## src/skiq_pkg.sv

```systemverilog
// Package for the sequential key insert path selector: types, codes,
// register map constants and small helper functions. No dependencies.
package skiq_pkg;

	localparam int unsigned KEY_W     = 32;
	localparam int unsigned PAT_W     = 16;
	localparam int unsigned CNT_W     = 32;
	localparam int unsigned PADDR_W   = 3;
	localparam int unsigned IN_DATA_W = 32;
	localparam int unsigned IN_USER_W = 2;
	localparam int unsigned OUT_DATA_W = 152;
	localparam int unsigned OUT_USER_W = 3;

	localparam logic [PAT_W-1:0] RELOAD_DEFAULT = 16'd300;
	localparam logic             START_DEFAULT  = 1'b1;
	localparam logic [7:0]       BYTE_ALL_ONES  = 8'hFF;
	localparam logic [CNT_W-1:0] CNT_FULL       = 32'hFFFF_FFFF;

	// register index, taken from paddr[2]
	localparam logic REG_RELOAD = 1'b0;
	localparam logic REG_START  = 1'b1;

	typedef enum logic [2:0] {
		PATH_BYPASS   = 3'd0,
		PATH_FIRST    = 3'd1,
		PATH_FAST     = 3'd2,
		PATH_PRESERVE = 3'd3,
		PATH_BRIDGE   = 3'd4,
		PATH_RESET    = 3'd5
	} path_t;

	typedef struct packed {
		logic [PAT_W-1:0] reload;
		logic             start_dir;
	} cfg_t;

	typedef struct packed {
		logic [KEY_W-1:0] key;
		logic             four;
		logic             ok;
	} item_t;

	typedef struct packed {
		path_t            path;
		logic             dir;
		logic [PAT_W-1:0] patience;
		logic [CNT_W-1:0] fast_total;
		logic [CNT_W-1:0] regular_total;
		logic [CNT_W-1:0] bridge_total;
		logic [CNT_W-1:0] reset_total;
	} result_t;

	function automatic logic [CNT_W-1:0] sat_inc(input logic [CNT_W-1:0] v);
		return (v == CNT_FULL) ? v : v + CNT_W'(1);
	endfunction

endpackage

```

## src/skiq_cfg.sv

```systemverilog
// APB register block: reload value and start direction.
// Depends on skiq_pkg.
module skiq_cfg import skiq_pkg::*; (
	input  logic               clk,
	input  logic               arst_n,
	input  logic               psel,
	input  logic               penable,
	input  logic               pwrite,
	input  logic [PADDR_W-1:0] paddr,
	input  logic [31:0]        pwdata,
	output logic [31:0]        prdata,
	output logic               pready,
	output cfg_t               cfg
);

	logic [PAT_W-1:0] reload_q;
	logic             start_q;
	logic             wr_en;

	assign pready = 1'b1;
	assign wr_en  = psel && penable && pwrite && pready;

	always_ff @(posedge clk or negedge arst_n) begin
		if (!arst_n) begin
			reload_q <= RELOAD_DEFAULT;
			start_q  <= START_DEFAULT;
		end else if (wr_en) begin
			unique case (paddr[2])
				REG_RELOAD: reload_q <= pwdata[PAT_W-1:0];
				REG_START:  start_q  <= pwdata[0];
			endcase
		end
	end

	always_comb begin
		unique case (paddr[2])
			REG_RELOAD: prdata = {{(32-PAT_W){1'b0}}, reload_q};
			REG_START:  prdata = {31'b0, start_q};
		endcase
	end

	assign cfg.reload    = reload_q;
	assign cfg.start_dir = start_q;

endmodule

```

## src/skiq_core.sv

```systemverilog
// Path decision and block state: anchor, direction, patience, statistics.
// The result is the state after the request. Depends on skiq_pkg.
module skiq_core import skiq_pkg::*; (
	input  logic    clk,
	input  logic    arst_n,
	input  logic    en,
	input  item_t   item,
	input  cfg_t    cfg,
	output result_t res
);

	logic [KEY_W-1:0] anchor_q;
	logic             valid_q;
	logic             dir_q;
	logic [PAT_W-1:0] pat_q;
	logic [CNT_W-1:0] fast_q, regular_q, bridge_q, expiry_q;

	logic [KEY_W-1:0] anchor_d;
	logic             valid_d, dir_d;
	logic [PAT_W-1:0] pat_d;
	logic [CNT_W-1:0] fast_d, regular_d, bridge_d, expiry_d;
	path_t            path;

	logic [2:0]       diff;
	logic [7:0]       kb, ab;
	logic             key_larger, with_dir, bridge;
	logic [KEY_W-1:0] hi, lo;

	assign diff[0] = item.key[31:24] != anchor_q[31:24];
	assign diff[1] = item.key[23:16] != anchor_q[23:16];
	assign diff[2] = item.key[15:8]  != anchor_q[15:8];

	// byte at the first differing position
	always_comb begin
		if (diff[0]) begin
			kb = item.key[31:24];
			ab = anchor_q[31:24];
		end else if (diff[1]) begin
			kb = item.key[23:16];
			ab = anchor_q[23:16];
		end else begin
			kb = item.key[15:8];
			ab = anchor_q[15:8];
		end
	end

	assign key_larger = kb > ab;
	assign with_dir   = dir_q ? key_larger : !key_larger;
	assign hi         = key_larger ? item.key : anchor_q;
	assign lo         = key_larger ? anchor_q : item.key;

	// bridge: hi byte one above lo byte, then hi all zero and lo all ones
	always_comb begin
		if (diff[0]) begin
			bridge = ({1'b0, hi[31:24]} == {1'b0, lo[31:24]} + 9'd1)
				&& (hi[23:8] == 16'd0) && (lo[23:8] == {BYTE_ALL_ONES, BYTE_ALL_ONES});
		end else if (diff[1]) begin
			bridge = ({1'b0, hi[23:16]} == {1'b0, lo[23:16]} + 9'd1)
				&& (hi[15:8] == 8'd0) && (lo[15:8] == BYTE_ALL_ONES);
		end else begin
			bridge = {1'b0, hi[15:8]} == {1'b0, lo[15:8]} + 9'd1;
		end
	end

	always_comb begin
		anchor_d  = anchor_q;
		valid_d   = valid_q;
		dir_d     = dir_q;
		pat_d     = pat_q;
		fast_d    = fast_q;
		regular_d = regular_q;
		bridge_d  = bridge_q;
		expiry_d  = expiry_q;
		path      = PATH_BYPASS;
		if (!item.four) begin
			path = PATH_BYPASS;
		end else if (!valid_q) begin
			path = PATH_FIRST;
			if (item.ok) begin
				anchor_d  = item.key;
				valid_d   = 1'b1;
				regular_d = sat_inc(regular_q);
			end
		end else if (diff == 3'b000) begin
			path = PATH_FAST;
			if (dir_q && (item.key[7:0] < anchor_q[7:0])) begin
				dir_d = 1'b0;
			end else if (!dir_q && (item.key[7:0] > anchor_q[7:0])) begin
				dir_d = 1'b1;
			end
			pat_d    = cfg.reload;
			fast_d   = sat_inc(fast_q);
			anchor_d = item.key;
		end else begin
			regular_d = sat_inc(regular_q);
			if (with_dir && bridge) begin
				path     = PATH_BRIDGE;
				pat_d    = cfg.reload;
				bridge_d = sat_inc(bridge_q);
				anchor_d = item.key;
			end else if (with_dir && (pat_q == '0)) begin
				path     = PATH_RESET;
				pat_d    = cfg.reload;
				expiry_d = sat_inc(expiry_q);
				dir_d    = 1'b1;
				anchor_d = item.key;
			end else begin
				path = PATH_PRESERVE;
				// hold at zero
				if (pat_q != '0) begin
					pat_d = pat_q - PAT_W'(1);
				end
			end
		end
	end

	always_ff @(posedge clk or negedge arst_n) begin
		if (!arst_n) begin
			anchor_q  <= '0;
			valid_q   <= 1'b0;
			dir_q     <= START_DEFAULT;
			pat_q     <= RELOAD_DEFAULT;
			fast_q    <= '0;
			regular_q <= '0;
			bridge_q  <= '0;
			expiry_q  <= '0;
		end else if (en) begin
			anchor_q  <= anchor_d;
			valid_q   <= valid_d;
			dir_q     <= dir_d;
			pat_q     <= pat_d;
			fast_q    <= fast_d;
			regular_q <= regular_d;
			bridge_q  <= bridge_d;
			expiry_q  <= expiry_d;
		end
	end

	assign res.path          = path;
	assign res.dir           = dir_d;
	assign res.patience      = pat_d;
	assign res.fast_total    = fast_d;
	assign res.regular_total = regular_d;
	assign res.bridge_total  = bridge_d;
	assign res.reset_total   = expiry_d;

endmodule

```

## src/sequential_key_insert_path_selector.sv

```systemverilog
// Sequential key insert path selector, top level: stream ports, input and
// result registers. Depends on skiq_pkg, skiq_cfg and skiq_core.
//
// Usage:
//   Input stream s_*: one insert request per transaction, key in s_tdata,
//   four_byte_key and store_ok flags in s_tuser.
//   Output stream m_*: one result per request, path code in m_tuser,
//   direction, patience and the four statistics counters in m_tdata.
//   APB port: register 0 (address 0) reload value, register 1 (address 4)
//   start direction; pready is always high.
//   Each request passes the input register, then the result register, on its
//   way to m_tvalid. Throughput: one request per cycle while m_tready is high;
//   the decision and state update is a single pass of logic between the two
//   registers. When m_tready is low the result register holds and one more
//   request waits in the input register; s_tready then drops until m_tready rises.
//   Reset clears the anchor and counters, sets the direction forward and the
//   patience counter to 300, and restores both registers to their defaults.
module sequential_key_insert_path_selector import skiq_pkg::*; (
	input  logic                  clk,
	input  logic                  arst_n,
	input  logic                  s_tvalid,
	output logic                  s_tready,
	input  logic [IN_DATA_W-1:0]  s_tdata,  // [31:0] key_value
	input  logic [IN_USER_W-1:0]  s_tuser,  // [0] four_byte_key, [1] store_ok
	output logic                  m_tvalid,
	input  logic                  m_tready,
	// [0] direction_now, [16:1] patience_now, [48:17] fast_total,
	// [80:49] regular_total, [112:81] bridge_total, [144:113] reset_total,
	// [151:145] zero
	output logic [OUT_DATA_W-1:0] m_tdata,
	output logic [OUT_USER_W-1:0] m_tuser,  // [2:0] path_taken
	input  logic                  psel,
	input  logic                  penable,
	input  logic                  pwrite,
	input  logic [PADDR_W-1:0]    paddr,
	input  logic [31:0]           pwdata,
	output logic [31:0]           prdata,
	output logic                  pready
);

	cfg_t    cfg;
	item_t   item_s1;
	logic    v_s1;
	result_t res;
	result_t res_s2;
	logic    v_s2;
	logic    adv;

	skiq_cfg u_cfg (
		.clk    (clk),
		.arst_n (arst_n),
		.psel   (psel),
		.penable(penable),
		.pwrite (pwrite),
		.paddr  (paddr),
		.pwdata (pwdata),
		.prdata (prdata),
		.pready (pready),
		.cfg    (cfg)
	);

	// advance the held request into the result register
	assign adv      = v_s1 && (!v_s2 || m_tready);
	assign s_tready = !v_s1 || adv;

	skiq_core u_core (
		.clk   (clk),
		.arst_n(arst_n),
		.en    (adv),
		.item  (item_s1),
		.cfg   (cfg),
		.res   (res)
	);

	always_ff @(posedge clk or negedge arst_n) begin
		if (!arst_n) begin
			v_s1 <= 1'b0;
			v_s2 <= 1'b0;
		end else begin
			if (s_tready) begin
				v_s1 <= s_tvalid;
			end
			if (adv) begin
				v_s2 <= 1'b1;
			end else if (m_tready) begin
				v_s2 <= 1'b0;
			end
		end
	end

	always_ff @(posedge clk) begin
		if (s_tready && s_tvalid) begin
			item_s1.key  <= s_tdata;
			item_s1.four <= s_tuser[0];
			item_s1.ok   <= s_tuser[1];
		end
		if (adv) begin
			res_s2 <= res;
		end
	end

	assign m_tvalid = v_s2;
	assign m_tuser  = res_s2.path;
	assign m_tdata  = {7'd0, res_s2.reset_total, res_s2.bridge_total,
		res_s2.regular_total, res_s2.fast_total, res_s2.patience, res_s2.dir};

endmodule

```

## config.mk

```make
export PLATFORM = sky130hd
export DESIGN_NAME = sequential_key_insert_path_selector
export DESIGN_NICKNAME = d
export VERILOG_FILES = /design/src/skiq_pkg.sv /design/src/skiq_cfg.sv /design/src/skiq_core.sv /design/src/sequential_key_insert_path_selector.sv
export SDC_FILE = /design/constraint.sdc
export NUM_CORES = 1
export LEC_CHECK = 0
export ABC_AREA = 1
export BUFFER_PORTS_ARGS = -buffer_cell sky130_fd_sc_hd__buf_2
export CORE_ASPECT_RATIO = 1.1
export CORE_MARGIN = 4
export CORE_UTILIZATION = 35
export DETAILED_ROUTE_END_ITERATION = 10
export SETUP_SLACK_MARGIN = 0.1
export SLEW_MARGIN = 20
export SYNTH_ARGS = -nofsm -noshare
export SYNTH_HDL_FRONTEND = slang
export SYNTH_HIERARCHICAL = 1
export SYNTH_SLANG_ARGS = --single-unit
```

## constraint.sdc

```tcl
create_clock -name clk -period 15.4 [get_ports clk]
set_clock_uncertainty 0.15 [all_clocks]
set_input_delay 0.77 -clock clk [delete_from_list [all_inputs] [get_ports clk]]
set_output_delay 0.77 -clock clk [all_outputs]
set_load 0.1 [all_outputs]
```

==> impl_metrics.ini, run 1 <==
[finish]
drive_above_1_share_pct = 13.25
final_cells = 3532
fin_util_pct = 40.55
final_nets = 2827
multi_input_area_sq_um = 8797
fillerInstances = 5939
final_area_sq_um = 24180
regArea_sq_um = 10410
syn2layout_area_growth_pct = 14.89
layout_commonest_cell = nand2_1
layout_common_cells = 615 x nand2_1, 335 x inv_1, 222 x buf_2, 193 x nor2_1, 187 x dfrtp_1

[worst_setup_path]
cp-start-kind = register
cpPeakStageDelay_ns = 0.73
crit_arrival_ns = 7.76
crit_path_frequent_cell = nand2_1
path_buf_inv = 2
path_max_fanout = 45
critical_path.top_delay_family = simple AND/OR/NAND/NOR gates
critPathCaptureType = register
path_class = register to register
cpMaxStageDelayCell = inv_1
crit_required_ns = 15.49

[global_routing]
grt_max_degree = 93
grt_pass1_vias = 17190
overflow = 0
grt_pass1_wl_mm = 92.26
antenna_found_initial = 1
track_usage_pct = 17.66

[cts]
insertion_delay_ns = 0.58
hold_buffers = 0
tritoncts = yes
cts_buffers = 44
cts_htree_levels = 2
cts_setup_buffers = 0
cts.clk_slew.worst_paths_ns = 0.06
cts_max_path_buffers = 3
clock_sinks = 379
cts_root_buf = clkbuf_16
cts_resized = 0

[sta]
period_needed_ns = 7.666
setup_tns_ns = 0
rsz0062_at_grt = false
finalHoldViolCount = 0
holdWs_ns = 0.01138
final_max_slew_viol_count = 0
worst_pin_slew_ns = 1.002
max_freq_mhz = 130.4
fin_crit_sh_pct = 49.78
finalSetupViolations = 0
slew_headroom_pct = 33.10

[run]
max-cap-violations = 0

[placement]
portBuffers = 223
dp.cells = 3449
place_congestion = 0.9249
placed_area_sq_um = 22690
dp_hpwl_mm = 41.47

[die]
start_util_pct = 35.30
design.core.area_sq_um = 59630
die_area_sq_um = 64120
io_pins = 266
num_rows = 94
die_x_um = 241.8
die_h_um = 265.2

[synth]
syn_area_sq_um = 21050
syn_avg_cell_area_sq_um = 8.266
yosysWarnings = 6
synthCells = 2546

[routing]
drt_iter0_drc = 1314
wl_per_cell_um = 16.59
wirelength_mm = 58.58
drt_pass1_iterations = 5
vias = 17740
via_per_inst = 5.022
drcViolationCount = 0
drtAntennaViolNets = 0

[pwr]
peakVddDrop_mv = 0.08560
leakagePower_nw = 10.78
powerDensity_nw_per_um2 = 134.7

[run_status]
status = completed

[worst_hold_path]
hold_class = input pin to async pin
-- sequential cells by signal, summed over array words and instances, names as in the netlist --
| register | flops |
|---|---|
| item_s1 | 34 |
| m_tdata | 145 |
| m_tuser | 3 |
| m_tvalid | 1 |
| u_cfg/reload_q | 16 |
| u_cfg/start_q | 1 |
| u_core/anchor_q | 32 |
| u_core/bridge_q | 32 |
| u_core/dir_q | 1 |
| u_core/expiry_q | 32 |
| u_core/fast_q | 32 |
| u_core/pat_q | 16 |
| u_core/regular_q | 32 |
| u_core/valid_q | 1 |
| v_s1 | 1 |
-- where the power goes --
part           total (W)  switching [W]  internal, W
logic           0.000864       0.000682     0.000182
registers        0.00132       0.000117      0.00120
clock network    0.00107       0.000436     0.000638
total            0.00326        0.00123      0.00202
-- stage by stage --
stage	total power [W]	setup slack [ns]
finish	0.003256	7.734
global route	0.003424	6.920
CTS	0.003304	7.717
detailed placement	0.002203	7.756
global placement	0.002188	7.816
floorplan	0.002030	5.868
-- cell type report --
type	count	area share (%)
tap	768	3.974
inverter	343	5.335
clock buffer	58	5.148
antenna	1	0.01035
timing repair buffer	238	5.117
clock inverter	24	0.9935
sequential	379	43.04
multi-input combinational	1721	36.38
-- layer usage --
layer / part of all wire [%] / GRT usage (%)
met5: 0 / 0
met2: 47 / 29.66
met1: 44 / 23.18
met4: 3.1 / 5.869
met3: 5.8 / 3.307
-- worst register-to-register path, delay by kind of cell (launching register included) --
kind	cells	cell delay (ns)
compound gates	7	1.09
fa+ha+maj	2	0.60
flops	1	0.45
buf+inv	2	1.20
xor+xnor	1	0.28
simple gates	19	3.57
-- worst paths after layout --
| path | startpoint | to | slack, ns | cells after the start |
|---|---|---|---|---|
| min in group clk | s_tdata[13] | item_s1[15] | 0.22 | 1 |
| worst max-delay path | item_s1[26] | m_tdata[3] | 7.73 | 31 |
| max in group asynchronous | arst_n | u_core/anchor_q[26] | 12.82 | 3 |
| worst min register to register | u_cfg/start_q | u_cfg/start_q | 0.31 | 2 |
| worst max register to register | item_s1[26] | m_tdata[3] | 7.73 | 31 |
| worst min-delay path | arst_n | u_core/regular_q[15] | 0.01 | 1 |
(Power assumes the default switching activity.)
==> run 2: changes to the inputs <==
clock period = 8.02 ns   (was 15.4 ns; I/O delays follow)
==> run 2 against run 1 <==
First-iteration DRC count is 19% lower. Critical path depth decreased by 1. Design area is 2.2% higher. Clock power is 88% higher. Routed wire length rose by 0.84%. Sequential share of layout area fell by 0.93 points. Worst hold slack gained 0.10 ns. Total power is 91% higher. Combinational power rose by 96%. Count of clock-buffer cells in the layout unchanged. Critical endpoint is now m_tdata[92].
==> impl_metrics.ini, run 2 (same netlist as run 1, synthesis figures left out) <==
[cts]
tritoncts = yes
clock_sinks = 379
cts_max_path_buffers = 3
cts_htree_levels = 2
cts_buffers = 43
insertion_delay_ns = 0.57
cts_root_buf = clkbuf_16
cts.clk_slew.worst_paths_ns = 0.06

[sta]
fin_crit_sh_pct = 82.70
rsz0062_at_grt = false
final_max_slew_viol_count = 0
setup_tns_ns = 0
max_freq_mhz = 150.8
finalSetupViolations = 0
finalHoldViolCount = 0
worst_pin_slew_ns = 0.9861
period_needed_ns = 6.633
slew_headroom_pct = 34.19

[routing]
drt_pass1_iterations = 5
wl_per_cell_um = 16.47
drtAntennaViolNets = 0
drcViolationCount = 0
vias = 17920
wirelength_mm = 59.08
via_per_inst = 4.996
drt_iter0_drc = 1066

[pwr]
peakVddDrop_mv = 0.1395
power_w = 0.006222
powerDensity_nw_per_um2 = 251.8
leakagePower_nw = 11.02

[global_routing]
overflow = 0
grt_pass1_vias = 17660
grt_pass1_wl_mm = 94.26
grt_max_degree = 168
track_usage_pct = 17.97
antenna_found_initial = 1

[worst_setup_path]
path_class = register to register
cp-start-kind = register
path_max_fanout = 45
crit_required_ns = 8.19
critPathCaptureType = register
cpMaxStageDelayCell = nand2_1
crit_arrival_ns = 6.80
crit_path_frequent_cell = nand2_1
cpPeakStageDelay_ns = 0.52

[die]
start_util_pct = 35.30
die_x_um = 241.8
design.core.area_sq_um = 59630
die_h_um = 265.2
io_pins = 266
num_rows = 94
die_area_sq_um = 64120

[placement]
dp_hpwl_mm = 41.71
place_congestion = 0.8879
portBuffers = 223

[finish]
layout_common_cells = 615 x nand2_1, 335 x inv_1, 222 x buf_2, 194 x nor2_1, 187 x dfrtp_1
drive_above_1_share_pct = 12.99
final_nets = 2885
fillerInstances = 5907
largest_register_ffs = 145
layout_commonest_cell = nand2_1
syn2layout_area_growth_pct = 17.42

[worst_hold_path]
hold_class = input pin to register

[run]
max-cap-violations = 0

[run_status]
status = completed
-- run 2: through the flow --
stage / utilization, % / cell area (sq um) / worst slack [ns] / instances / hold slack (ns)
floorplan: - / 21130 / 1.753 / 2567 / -0.04459
global placement: 38.12 / 22730 / 1.530 / 3453 / 0.2986
detailed placement: 38.12 / 22730 / 1.514 / 3453 / 0.3107
CTS: 41.44 / 24710 / 1.480 / 3586 / 0.07448
global route: 41.44 / 24710 / 0.6722 / 3587 / 0.1033
finish: 41.44 / 24710 / 1.387 / 3587 / 0.1120
-- run 2: worst max-delay path, delay by kind of cell (launching register included) --
kind / cells / cell delay (ns)
AO/OA/AOI/OAI: 5 / 1.10
XOR/XNOR: 1 / 0.29
adder cells (fa/ha/maj): 2 / 0.57
buffers and inverters: 1 / 0.30
flip-flops: 1 / 0.48
AND/OR/NAND/NOR: 21 / 3.48
-- run 2: area by class of cell --
type                    count  area (sq um)  share of cell area (%)
flip-flops and latches    379         10410                   42.11
clock inverters            20         182.7                  0.7392
repair buffers            297          1831                   7.407
well taps                 768         960.9                   3.888
multi-input cells        1721          8795                   35.59
inverters                 343          1290                   5.220
clock buffers              58          1244                   5.033
diodes                      1         2.502                 0.01013
-- run 2: what timing repair did --
| item | 4_1_cts | 5_1_grt |
|---|---|---|
| hold buffers | 55 | 0 |
| endpoints found under the hold margin | 122 | 0 |
| buffers inserted | 0 | 0 |
| resized for setup | 0 | 0 |
-- run 2: final timing paths --
check,from,to,slack [ns],cells past startpoint
max in group asynchronous,arst_n,u_core/fast_q[25],6.08,3
min in group asynchronous,arst_n,u_core/regular_q[7],0.25,2
setup reg to reg,item_s1[24],m_tdata[92],1.39,30
hold / removal,pwrite,u_cfg/reload_q[2],0.11,5
hold reg to reg,u_cfg/reload_q[5],u_cfg/reload_q[5],0.33,2
setup / recovery,item_s1[24],m_tdata[92],1.39,30
-- run 2: power breakdown --
part	leakage [nW]	internal [W]	switching, W
logic	6.01	0.000370	0.00132
registers	4.30	0.00231	0.000225
clock network	0.706	0.00118	0.000823
-- run 2: per-layer routing --
metal,up-vias,wire (um),global-route usage (%),part of all wire [%]
met1,8460,25790,23.35,44
met3,103,3490,3.327,5.9
met2,525,28080,30.63,48
li1,8834,-,-,-
met5,-,0,0,0
met4,0,1720,5.649,2.9
